**src/hdl/phs_pkg.sv**
```systemverilog
// Shared constants, register codes and inter-module types for the pc sample histogram.
package phs_pkg;

   localparam int BINS       = 4096;
   localparam int BIN_W      = $clog2(BINS);
   localparam int PC_WIDTH   = 32;
   localparam int TICK_W     = 16;
   localparam int RBIN_W     = 12;
   localparam int COUNT_W    = 16;
   localparam int SCALE_W    = 17;
   localparam int BYTES_W    = 14;
   localparam int FRAC_BITS  = 16;
   localparam int PROD_W     = PC_WIDTH + SCALE_W;
   localparam int IDX_W      = PROD_W - FRAC_BITS;
   localparam int CSR_IDX_W  = 2;
   localparam int CSR_DATA_W = 32;

   localparam logic [SCALE_W-1:0] SCALE_ONE = SCALE_W'(1 << FRAC_BITS);

   typedef enum logic [CSR_IDX_W-1:0] {
      REG_PC_OFFSET    = 2'd0,
      REG_PC_SCALE     = 2'd1,
      REG_BUFFER_BYTES = 2'd2,
      REG_ENABLE       = 2'd3
   } csr_reg_type;

   typedef enum logic {
      CMD_SAMPLE = 1'b0,
      CMD_READ   = 1'b1
   } cmd_type;

   typedef struct packed {
      logic [PC_WIDTH-1:0] pc_offset;
      logic [SCALE_W-1:0]  pc_scale;
      logic [BYTES_W-1:0]  buffer_bytes;
      logic                enable;
   } cfg_type;

   // One resolved access to the counter store.
   typedef struct packed {
      logic               counted;     // add ticks and write back
      logic               load;        // read beat with a bin inside the store
      logic [BIN_W-1:0]   addr;
      logic [RBIN_W-1:0]  bin_number;
      logic [TICK_W-1:0]  ticks;
   } op_type;

endpackage

```
**src/hdl/phs_ifs.sv**
```systemverilog
// Valid/ready channel interfaces for sample/read requests and bin responses.
interface phs_req_if;
   logic                          valid;
   logic                          ready;
   logic                          cmd;
   logic [phs_pkg::PC_WIDTH-1:0]  pc;
   logic [phs_pkg::TICK_W-1:0]    ticks;
   logic [phs_pkg::RBIN_W-1:0]    read_bin;

   modport source (output valid, output cmd, output pc, output ticks, output read_bin,
                   input ready);
   modport sink (input valid, input cmd, input pc, input ticks, input read_bin,
                 output ready);
endinterface


```
**src/hdl/phs_index_pipe.sv**
```systemverilog
// Request pipeline: input register, offset/scale multiply, range checks to a store access.
module phs_index_pipe (
   input  logic             clock,
   input  logic             reset,
   phs_req_if.sink          req,
   input  phs_pkg::cfg_type cfg,
   input  logic             busy,
   output logic             op_valid,
   output phs_pkg::op_type  op,
   input  logic             op_ready
);

   localparam int BW = phs_pkg::IDX_W - 1;

   logic                           free1, free2, free3, fire;
   logic                           s1_v_ff, s1_v_in;
   logic                           s1_cmd_ff;
   logic [phs_pkg::PC_WIDTH-1:0]   s1_pc_ff;
   logic [phs_pkg::TICK_W-1:0]     s1_ticks_ff;
   logic [phs_pkg::RBIN_W-1:0]     s1_rbin_ff;

   logic                           s2_v_ff, s2_v_in;
   logic                           s2_cmd_ff;
   logic                           s2_ok_ff, s2_ok_in;
   logic [phs_pkg::PROD_W-1:0]     s2_prod_ff, s2_prod_in;
   logic [phs_pkg::TICK_W-1:0]     s2_ticks_ff;
   logic [phs_pkg::RBIN_W-1:0]     s2_rbin_ff;
   logic [phs_pkg::PC_WIDTH-1:0]   delta;

   logic                           s3_v_ff, s3_v_in;
   phs_pkg::op_type                s3_op_ff, s3_op_in;
   logic [phs_pkg::IDX_W-1:0]      idx_even;
   logic [BW-1:0]                  bin_wide;
   logic                           hit;

   // each stage moves when the one after it is empty or moving
   assign free3     = !s3_v_ff || op_ready;
   assign free2     = !s2_v_ff || free3;
   assign free1     = !s1_v_ff || free2;
   assign req.ready = free1 && !busy;
   assign fire      = req.valid && req.ready;

   assign s1_v_in = fire || (s1_v_ff && !free2);
   assign s2_v_in = (s1_v_ff && free2) || (s2_v_ff && !free3);
   assign s3_v_in = (s2_v_ff && free3) || (s3_v_ff && !op_ready);

   // stage 2: pc relative to offset, times 1.16 scale
   always_comb begin
      delta      = s1_pc_ff - cfg.pc_offset;
      s2_prod_in = phs_pkg::PROD_W'(delta) * phs_pkg::PROD_W'(cfg.pc_scale);
      s2_ok_in   = cfg.enable && (cfg.pc_scale != '0) && (s1_ticks_ff != '0) &&
                   (s1_pc_ff >= cfg.pc_offset);
   end

   // stage 3: byte index, size and store bounds
   always_comb begin
      idx_even    = s2_prod_ff[phs_pkg::PROD_W-1:phs_pkg::FRAC_BITS];
      idx_even[0] = 1'b0;
      bin_wide    = idx_even[phs_pkg::IDX_W-1:1];
      hit         = s2_ok_ff && (idx_even < phs_pkg::IDX_W'(cfg.buffer_bytes)) &&
                    (bin_wide < BW'(phs_pkg::BINS));
      s3_op_in    = '0;
      s3_op_in.ticks = s2_ticks_ff;
      if (s2_cmd_ff == phs_pkg::CMD_READ) begin
         s3_op_in.load       = 32'(s2_rbin_ff) < 32'(phs_pkg::BINS);
         s3_op_in.addr       = phs_pkg::BIN_W'(s2_rbin_ff);
         s3_op_in.bin_number = s2_rbin_ff;
      end else if (hit) begin
         s3_op_in.counted    = 1'b1;
         s3_op_in.addr       = phs_pkg::BIN_W'(bin_wide);
         s3_op_in.bin_number = phs_pkg::RBIN_W'(bin_wide);
      end
   end

   always_ff @(posedge clock) begin
      if (reset) begin
         s1_v_ff <= 1'b0;
         s2_v_ff <= 1'b0;
         s3_v_ff <= 1'b0;
      end else begin
         s1_v_ff <= s1_v_in;
         s2_v_ff <= s2_v_in;
         s3_v_ff <= s3_v_in;
      end
   end

   always_ff @(posedge clock) begin
      if (fire) begin
         s1_cmd_ff   <= req.cmd;
         s1_pc_ff    <= req.pc;
         s1_ticks_ff <= req.ticks;
         s1_rbin_ff  <= req.read_bin;
      end
      if (free2) begin
         s2_cmd_ff   <= s1_cmd_ff;
         s2_ok_ff    <= s2_ok_in;
         s2_prod_ff  <= s2_prod_in;
         s2_ticks_ff <= s1_ticks_ff;
         s2_rbin_ff  <= s1_rbin_ff;
      end
      if (free3) begin
         s3_op_ff    <= s3_op_in;
      end
   end

   assign op_valid = s3_v_ff;
   assign op       = s3_op_ff;

endmodule

```
**src/flat_wrapper.sv**
```systemverilog
// flat-port wrapper written by rule: the top's interface ports become plain ports
module phs_index_pipe_flat 
  (clock, reset, cfg, busy, op_valid, op, op_ready, req_valid, req_cmd, req_pc, req_ticks, req_read_bin, req_ready);
  phs_req_if req_i ();
  input  logic clock;
  input  logic reset;
  input  phs_pkg::cfg_type cfg;
  input  logic busy;
  output logic op_valid;
  output phs_pkg::op_type op;
  input  logic op_ready;
  input wire logic [$bits(req_i.valid)-1:0] req_valid;
  input wire logic [$bits(req_i.cmd)-1:0] req_cmd;
  input wire logic [$bits(req_i.pc)-1:0] req_pc;
  input wire logic [$bits(req_i.ticks)-1:0] req_ticks;
  input wire logic [$bits(req_i.read_bin)-1:0] req_read_bin;
  output wire logic [$bits(req_i.ready)-1:0] req_ready;
  assign req_i.valid = req_valid;
  assign req_i.cmd = req_cmd;
  assign req_i.pc = req_pc;
  assign req_i.ticks = req_ticks;
  assign req_i.read_bin = req_read_bin;
  assign req_ready = req_i.ready;
  phs_index_pipe u_core (.clock(clock), .reset(reset), .req(req_i), .cfg(cfg), .busy(busy), .op_valid(op_valid), .op(op), .op_ready(op_ready));
endmodule
```
**config.mk**
```make
export PLATFORM = sky130hd
export DESIGN_NAME = phs_index_pipe_flat
export DESIGN_NICKNAME = d
export VERILOG_FILES = /design/src/hdl/phs_pkg.sv /design/src/hdl/phs_ifs.sv /design/src/hdl/phs_index_pipe.sv /design/src/flat_wrapper.sv
export SDC_FILE = /design/constraint.sdc
export NUM_CORES = 1
export LEC_CHECK = 0
export BUFFER_PORTS_ARGS = -buffer_cell sky130_fd_sc_hd__buf_2
export CORE_UTILIZATION = 34
export CTS_CLUSTER_DIAMETER = 150
export DETAILED_ROUTE_END_ITERATION = 6
export HOLD_SLACK_MARGIN = 0.06
export SETUP_SLACK_MARGIN = 0.4
export SYNTH_ARGS = -nofsm -noshare
export SYNTH_HDL_FRONTEND = slang
export SYNTH_SLANG_ARGS = --single-unit
```
**constraint.sdc**
```tcl
create_clock -name clock -period 9.9 [get_ports clock]
set_input_delay 0.495 -clock clock [delete_from_list [all_inputs] [get_ports clock]]
set_output_delay 0.495 -clock clock [all_outputs]
set_load 0.02 [all_outputs]
```
==> metrics.txt, run 1 <==
# TYPE chip_impl_metric gauge
chip_impl_metric{name="share_of_final_layout_standard_cells_stronger_than_drive_strength_1",unit=""} 0.101
chip_impl_metric{name="cp.arrival",unit="ns"} 9.14
chip_impl_metric{name="synth_fp_nets",unit=""} 3397
chip_impl_info{name="holdPathEnd",value="u_core.s1_rbin_ff[3]$_DFFE_PP_"} 1
chip_impl_info{name="rsz0062_at_grt",value="no"} 1
chip_impl_metric{name="cts.reportedPaths.clkPinSlew",unit="ns"} 0.08
chip_impl_metric{name="worstPathRequired",unit="ns"} 10.11
chip_impl_info{name="r2r-start",value="u_core.s1_pc_ff[3]$_DFFE_PP_"} 1
chip_impl_metric{name="fraction_of_the_yosys_area_taken_by_sequential_cells",unit=""} 0.187
chip_impl_metric{name="netlist-cell-type-count",unit=""} 64
chip_impl_metric{name="crit_path_max_fanout",unit=""} 17
chip_impl_metric{name="setup-violations-final",unit=""} 0
chip_impl_metric{name="timing.final.max_slew_violations",unit=""} 0
chip_impl_metric{name="timing.hold.worst_path_depth",unit=""} 1
chip_impl_info{name="hold_start",value="req_read_bin[3]"} 1
chip_impl_metric{name="groute.layer.met3.usage",unit=""} 0.0306
chip_impl_metric{name="rrSetupSlack",unit="ns"} 0.97
chip_impl_metric{name="port-buffer-count",unit=""} 173
chip_impl_metric{name="total_cell_area_at_the_placement_stage",unit="sq um"} 26800
chip_impl_metric{name="final_design_area_no_fill",unit="sq um"} 27400
chip_impl_metric{name="final_net_count",unit=""} 3501
chip_impl_metric{name="syn-instance-count",unit=""} 2653
chip_impl_metric{name="slew_headroom",unit=""} 0.309
chip_impl_info{name="setup.worst_path.start",value="u_core.s1_pc_ff[3]$_DFFE_PP_"} 1
chip_impl_metric{name="hold_buffers",unit=""} 0
chip_impl_metric{name="place.gp.congestion",unit=""} 0.862
chip_impl_info{name="cpMostUsedCell",value="fa_1"} 1
chip_impl_info{name="startpoint_type",value="flip-flop"} 1
chip_impl_metric{name="vias_per_cell",unit=""} 4.95
chip_impl_metric{name="grt_overflow",unit=""} 0
chip_impl_metric{name="drt_first_iter_violations",unit=""} 1430
chip_impl_metric{name="first_pass_iters",unit=""} 5
chip_impl_metric{name="yosysWarnings",unit=""} 0
chip_impl_metric{name="hpwlAfterDp",unit="mm"} 52.8
chip_impl_metric{name="fp.dieW",unit="um"} 272
chip_impl_metric{name="timing.final.hold_violations",unit=""} 0
chip_impl_metric{name="setup_total_negative_slack",unit="ns"} 0
chip_impl_metric{name="fp.dieArea",unit="sq um"} 74200
chip_impl_metric{name="floorplan_core_area",unit="sq um"} 72000
chip_impl_info{name="clk_root_buffer_cell",value="clkbuf_16"} 1
chip_impl_metric{name="timing_worst_slew_pin_value",unit="ns"} 1.03
chip_impl_metric{name="cts.sinks",unit=""} 156
chip_impl_metric{name="diodes",unit=""} 0
chip_impl_info{name="r2r-end",value="u_core.s2_prod_ff[47]$_DFFE_PN_"} 1
chip_impl_metric{name="initial_utilization",unit=""} 0.345
chip_impl_metric{name="post-route-period-util",unit=""} 0.902
chip_impl_metric{name="rows",unit=""} 98
chip_impl_info{name="end_kind",value="flip-flop"} 1
chip_impl_info{name="critical_path.slowest_cell",value="fa_1"} 1
chip_impl_metric{name="gr-usage-all-layers",unit=""} 0.196
chip_impl_metric{name="io-pin-count",unit=""} 174
chip_impl_metric{name="synth.ff_latch_count",unit=""} 156
chip_impl_info{name="critPathKind",value="flip-flop to flip-flop"} 1
chip_impl_metric{name="detailroute.via_count",unit=""} 18400
chip_impl_info{name="cts_tree",value="yes"} 1
chip_impl_metric{name="die-height",unit="um"} 272
chip_impl_metric{name="grt_use_met1",unit=""} 0.243
chip_impl_metric{name="netlist_area",unit="sq um"} 24900
chip_impl_metric{name="ctsResizeCount",unit=""} 0
chip_impl_metric{name="clk-insertion-delay-late",unit="ns"} 0.47
chip_impl_metric{name="grt_first_pass_wirelength",unit="mm"} 110
chip_impl_metric{name="clock-skew-final",unit="ns"} 0.0215
chip_impl_metric{name="number_of_buffers_created_by_cts",unit=""} 17
chip_impl_info{name="grt.busiest_layer",value="met2"} 1
chip_impl_metric{name="drcViolationCount",unit=""} 0
chip_impl_metric{name="detail_route.wl_per_cell",unit="um"} 18.4
chip_impl_info{name="status",value="complete, no violations"} 1
chip_impl_info{name="synth-main-ff-cell",value="edfxtp_1"} 1
chip_impl_metric{name="maxCapViolations",unit=""} 0
chip_impl_metric{name="route.antenna.remaining_nets",unit=""} 0
chip_impl_metric{name="area_growth",unit="%"} 10.0
chip_impl_metric{name="worstRegToRegCells",unit=""} 33
chip_impl_metric{name="via_count_of_the_first_global_routing_pass",unit=""} 19800
chip_impl_metric{name="synthArstFlopShare",unit=""} 0
chip_impl_metric{name="syn_area_per_cell",unit="sq um"} 9.37
chip_impl_info{name="hold_path_class",value="input port to flip-flop"} 1
chip_impl_metric{name="synth-edff-count",unit=""} 153
chip_impl_metric{name="grt_antenna_before_repair",unit=""} 2
chip_impl_metric{name="clk_path_buf_depth",unit=""} 2
chip_impl_metric{name="grt_start_max_net_pins",unit=""} 63
chip_impl_metric{name="cts_htree_levels",unit=""} 4
chip_impl_metric{name="max_clock_freq",unit="GHz"} 0.112
chip_impl_metric{name="critical-path-max-stage-delay",unit="ns"} 0.59
chip_impl_metric{name="routed_wl",unit="mm"} 68.6
chip_impl_metric{name="cts_setup_buffers",unit=""} 0
chip_impl_metric{name="finalWorstPathRequiredPeriod",unit="ns"} 8.93
chip_impl_metric{name="globalRouteMet2Util",unit=""} 0.338
[logic make-up (layout without fill, tap and decap cells)]
logic type | count (synthesis) | count (layout) | share of synthesized area
fa+ha+maj | 614 | 614 | 0.444
buf+inv | 745 | 862 | 0.115
flops | 156 | 156 | 0.187
compound gates | 274 | 274 | 0.0720
mux | 12 | 12 | 0.00483
simple gates | 790 | 790 | 0.155
xor+xnor | 62 | 62 | 0.0218
[final cells by class]
cell class              count  area, sq um
inverters                 603         2260
fillers                  7247        44600
repair buffers            227         1270
clock buffers              18          429
clock inverters            14          125
flip-flops and latches    156         4650
multi-input cells        1752        17400
well taps                 950         1190
[synth_stat cells, types with 21 or more instances]
cell      instances  area share
fa_1            448        0.36
nor2_1           67       0.010
a21oi_1          85       0.017
ha_1            166       0.084
nand2_1         391       0.059
a21o_1           39       0.012
edfxtp_1        153        0.18
clkbuf_1        122       0.018
and2_1          185       0.047
nor3_1           21      0.0042
o21ai_0          48      0.0097
inv_1           603       0.091
xnor2_1          43       0.015
[registers in the layout, indices dropped and copies added, names as in the netlist, 12 cells and up]
register and cells:
u_core.op 30, u_core.s2_prod_ff 32, u_core.s1_rbin_ff 12, u_core.s2_ticks_ff 16, u_core.s1_pc_ff 32, u_core.s1_ticks_ff 16, u_core.s2_rbin_ff 12
[worst max path at each step]
stage | cells after the start | endpoint
floorplan | 31 | u_core.s2_prod_ff[45]$_DFFE_PN_
global route | 33 | u_core.s2_prod_ff[47]$_DFFE_PN_
detailed placement | 33 | u_core.s2_prod_ff[47]$_DFFE_PN_
global placement | 30 | u_core.s2_prod_ff[45]$_DFFE_PN_
CTS | 31 | u_core.s2_prod_ff[47]$_DFFE_PN_
finish | 33 | u_core.s2_prod_ff[47]$_DFFE_PN_
[metrics by stage]
stage | setup slack, ns | hold slack (ns) | instances | util
4_1_cts | 0.588 | 0.154 | 3720 | 0.379
3_5_place_dp | 0.396 | 0.405 | 3688 | 0.372
3_3_place_gp | 0.493 | 0.400 | 3688 | 0.372
2_1_floorplan | 1.60 | 0.400 | 2653 | -
5_1_grt | 0.405 | 0.162 | 3720 | 0.380
6_report | 0.974 | 0.193 | 3720 | 0.380
[routing by layer]
layer,share of wire,wire (um),up-vias
li1,-,-,8366
met1,0.40,27700,9402
met2,0.50,34100,540
met3,0.061,4190,112
met4,0.038,2600,0
met5,0,0,-
[cells in the final DEF, fill, tap and decap left out, types with 12 or more instances in the layout]
| master | n |
|---|---|
| inv_1 | 603 |
| o21a_1 | 12 |
| o21ai_0 | 48 |
| and2_1 | 185 |
| nand3b_1 | 14 |
| xnor2_1 | 37 |
| nand4_1 | 16 |
| clkbuf_16 | 17 |
| a21oi_1 | 84 |
| ha_1 | 166 |
| xor2_1 | 18 |
| nor4_1 | 17 |
| a21o_1 | 39 |
| buf_4 | 54 |
| nand3_1 | 15 |
| o32ai_1 | 17 |
| nor3_1 | 21 |
| o21bai_1 | 13 |
| buf_2 | 173 |
| mux2i_1 | 12 |
| edfxtp_1 | 153 |
| nor2_1 | 67 |
| fa_1 | 448 |
| nand2_1 | 390 |
| nand2b_1 | 18 |
| nand4b_1 | 13 |
[worst max-delay path: cells and delay by family, from the launching register on]
family	cells	cell delay [ns]
compound gates	11	2.68
xor+xnor	2	0.22
fa+ha+maj	8	4.01
buf+inv	7	0.77
flops	1	0.40
simple gates	5	0.54
Power of run 1 is left out: the tool's default activity adds up to more than one toggle a clock period on the data nets, which glitch-free logic cannot reach.
==> run 2: changes to the inputs <==
- clock period: 9.9 -> 9.7 ns (I/O delays scaled with it)
==> metrics.txt, run 2 (synthesized netlist as in run 1, its figures left out) <==
# TYPE chip_impl_metric gauge
chip_impl_metric{name="detail_route.wl_per_cell",unit="um"} 18.4
chip_impl_metric{name="cp.arrival",unit="ns"} 9.04
chip_impl_info{name="clk_root_buffer_cell",value="clkbuf_16"} 1
chip_impl_info{name="r2r-end",value="u_core.s2_prod_ff[46]$_DFFE_PN_"} 1
chip_impl_metric{name="final_design_area_no_fill",unit="sq um"} 27400
chip_impl_info{name="cts_tree",value="yes"} 1
chip_impl_metric{name="fp.dieArea",unit="sq um"} 74200
chip_impl_metric{name="timing.hold.worst_path_depth",unit=""} 1
chip_impl_metric{name="routed_wl",unit="mm"} 68.5
chip_impl_metric{name="final_net_count",unit=""} 3501
chip_impl_metric{name="port-buffer-count",unit=""} 173
chip_impl_metric{name="via_count_of_the_first_global_routing_pass",unit=""} 19700
chip_impl_metric{name="detailroute.via_count",unit=""} 18400
chip_impl_metric{name="final.fill_count",unit=""} 7258
chip_impl_info{name="startpoint_type",value="flip-flop"} 1
chip_impl_metric{name="regArea",unit="sq um"} 4650
chip_impl_metric{name="grt_start_max_net_pins",unit=""} 63
chip_impl_info{name="r2r-start",value="u_core.s1_pc_ff[8]$_DFFE_PP_"} 1
chip_impl_metric{name="first_pass_iters",unit=""} 6
chip_impl_metric{name="number_of_buffers_created_by_cts",unit=""} 17
chip_impl_metric{name="diodes",unit=""} 0
chip_impl_metric{name="hpwlAfterDp",unit="mm"} 52.5
chip_impl_metric{name="die-height",unit="um"} 272
chip_impl_info{name="status",value="complete, no violations"} 1
chip_impl_metric{name="multi_input_comb_area",unit="sq um"} 17400
chip_impl_metric{name="io-pin-count",unit=""} 174
chip_impl_metric{name="rrSetupSlack",unit="ns"} 0.87
chip_impl_info{name="holdPathEnd",value="u_core.s1_rbin_ff[3]$_DFFE_PP_"} 1
chip_impl_info{name="critical_path.slowest_cell",value="fa_1"} 1
chip_impl_metric{name="critical-path-max-stage-delay",unit="ns"} 0.57
chip_impl_metric{name="max_clock_freq",unit="GHz"} 0.113
chip_impl_metric{name="post-route-period-util",unit=""} 0.910
chip_impl_metric{name="worstPathRequired",unit="ns"} 9.91
chip_impl_metric{name="place.gp.congestion",unit=""} 0.851
chip_impl_info{name="hold_start",value="req_read_bin[3]"} 1
chip_impl_info{name="layout.cells.most_common_list",value="inv_1 (603), fa_1 (448), nand2_1 (390)"} 1
chip_impl_metric{name="grt_first_pass_wirelength",unit="mm"} 110
chip_impl_metric{name="floorplan_core_area",unit="sq um"} 72000
chip_impl_metric{name="clk_path_buf_depth",unit=""} 2
chip_impl_metric{name="share_of_final_layout_standard_cells_stronger_than_drive_strength_1",unit=""} 0.101
chip_impl_info{name="rsz0062_at_grt",value="no"} 1
chip_impl_metric{name="maxCapViolations",unit=""} 0
chip_impl_metric{name="grt_antenna_before_repair",unit=""} 0
chip_impl_info{name="critPathKind",value="flip-flop to flip-flop"} 1
chip_impl_metric{name="finalWorstPathRequiredPeriod",unit="ns"} 8.83
chip_impl_metric{name="timing.final.max_slew_violations",unit=""} 0
chip_impl_metric{name="drcViolationCount",unit=""} 0
chip_impl_metric{name="crit_path_max_fanout",unit=""} 13
chip_impl_metric{name="gr-usage-all-layers",unit=""} 0.195
chip_impl_info{name="final_common_cell",value="inv_1"} 1
chip_impl_metric{name="total_cell_area_at_the_placement_stage",unit="sq um"} 26800
chip_impl_metric{name="drt_first_iter_violations",unit=""} 1200
chip_impl_metric{name="worstRegToRegCells",unit=""} 30
chip_impl_metric{name="setup_total_negative_slack",unit="ns"} 0
chip_impl_metric{name="cts_htree_levels",unit=""} 4
chip_impl_metric{name="clock-skew-final",unit="ns"} 0.0201
chip_impl_info{name="hold_path_class",value="input port to flip-flop"} 1
chip_impl_metric{name="clk-insertion-delay-late",unit="ns"} 0.48
chip_impl_metric{name="vias_per_cell",unit=""} 4.94
chip_impl_metric{name="fp.dieW",unit="um"} 272
chip_impl_metric{name="slew_headroom",unit=""} 0.340
chip_impl_info{name="cpMostUsedCell",value="fa_1"} 1
chip_impl_metric{name="cts.reportedPaths.clkPinSlew",unit="ns"} 0.08
chip_impl_metric{name="rows",unit=""} 98
chip_impl_metric{name="grt_overflow",unit=""} 0
chip_impl_metric{name="cts.sinks",unit=""} 156
chip_impl_metric{name="setup-violations-final",unit=""} 0
chip_impl_metric{name="timing.final.hold_violations",unit=""} 0
chip_impl_metric{name="initial_utilization",unit=""} 0.345
chip_impl_info{name="end_kind",value="flip-flop"} 1
chip_impl_metric{name="area_growth",unit="%"} 10.4
chip_impl_metric{name="route.antenna.remaining_nets",unit=""} 0
chip_impl_metric{name="timing_worst_slew_pin_value",unit="ns"} 0.989
run 2: cell types whose count changed in the layout (fill, tap and decap cells not counted), moves of 3 or more:
cell,delta
xnor2_2,-3
clkinv_8,+4
buf_12,+3
xnor2_1,+3
buf_4,-3
run 2: cell type report:
cell class	count	share of cell area
clock buffer	17	0.0155
clock inverter	15	0.00698
inverter	603	0.0825
multi-input combinational	1752	0.634
sequential	156	0.170
tap	950	0.0433
timing repair buffer	227	0.0477
run 2: worst max path at each step:
stage | start | endpoint | slack (ns) | depth (start not counted)
after floorplan | cfg[45] | u_core.s2_prod_ff[45]$_DFFE_PN_ | 1.41 | 31
after global placement | cfg[32] | u_core.s2_prod_ff[45]$_DFFE_PN_ | 0.60 | 32
after detailed placement | cfg[32] | u_core.s2_prod_ff[45]$_DFFE_PN_ | 0.49 | 32
after CTS | u_core.s1_pc_ff[2]$_DFFE_PP_ | u_core.s2_prod_ff[45]$_DFFE_PN_ | 0.66 | 30
after global routing | u_core.s1_pc_ff[0]$_DFFE_PP_ | u_core.s2_prod_ff[47]$_DFFE_PN_ | 0.46 | 33
final | u_core.s1_pc_ff[8]$_DFFE_PP_ | u_core.s2_prod_ff[46]$_DFFE_PN_ | 0.87 | 30
run 2: worst max-delay path: cells and delay by family, from the launching register on:
| family | cells | cell delay [ns] |
|---|---|---|
| xor+xnor | 2 | 0.47 |
| flops | 1 | 0.40 |
| fa+ha+maj | 8 | 3.76 |
| compound gates | 9 | 2.04 |
| simple gates | 7 | 1.45 |
| buf+inv | 4 | 0.46 |
run 2: per-layer routing:
metal	up-vias	GRT usage	wire, um
met5	-	0	0
met4	0	0.0807	2470
met3	111	0.0335	3980
met2	487	0.334	34000
met1	9400	0.241	28100
li1	8373	-	-
run 2: stage by stage:
stage | std cells | utilization | hold slack [ns] | setup slack, ns
finish | 3720 | 0.381 | 0.177 | 0.872
global route | 3720 | 0.381 | 0.149 | 0.460
CTS | 3720 | 0.381 | 0.132 | 0.659
detailed placement | 3688 | 0.372 | 0.405 | 0.493
global placement | 3688 | 0.372 | 0.400 | 0.601
floorplan | 2653 | - | 0.400 | 1.41
run 2: timing repair:
action                     CTS  global route
buffers inserted             0             0
setup endpoints to repair    0             9
gates resized for setup      0             6
hold buffers                 0             0
Power of run 2 is left out for the same reason.
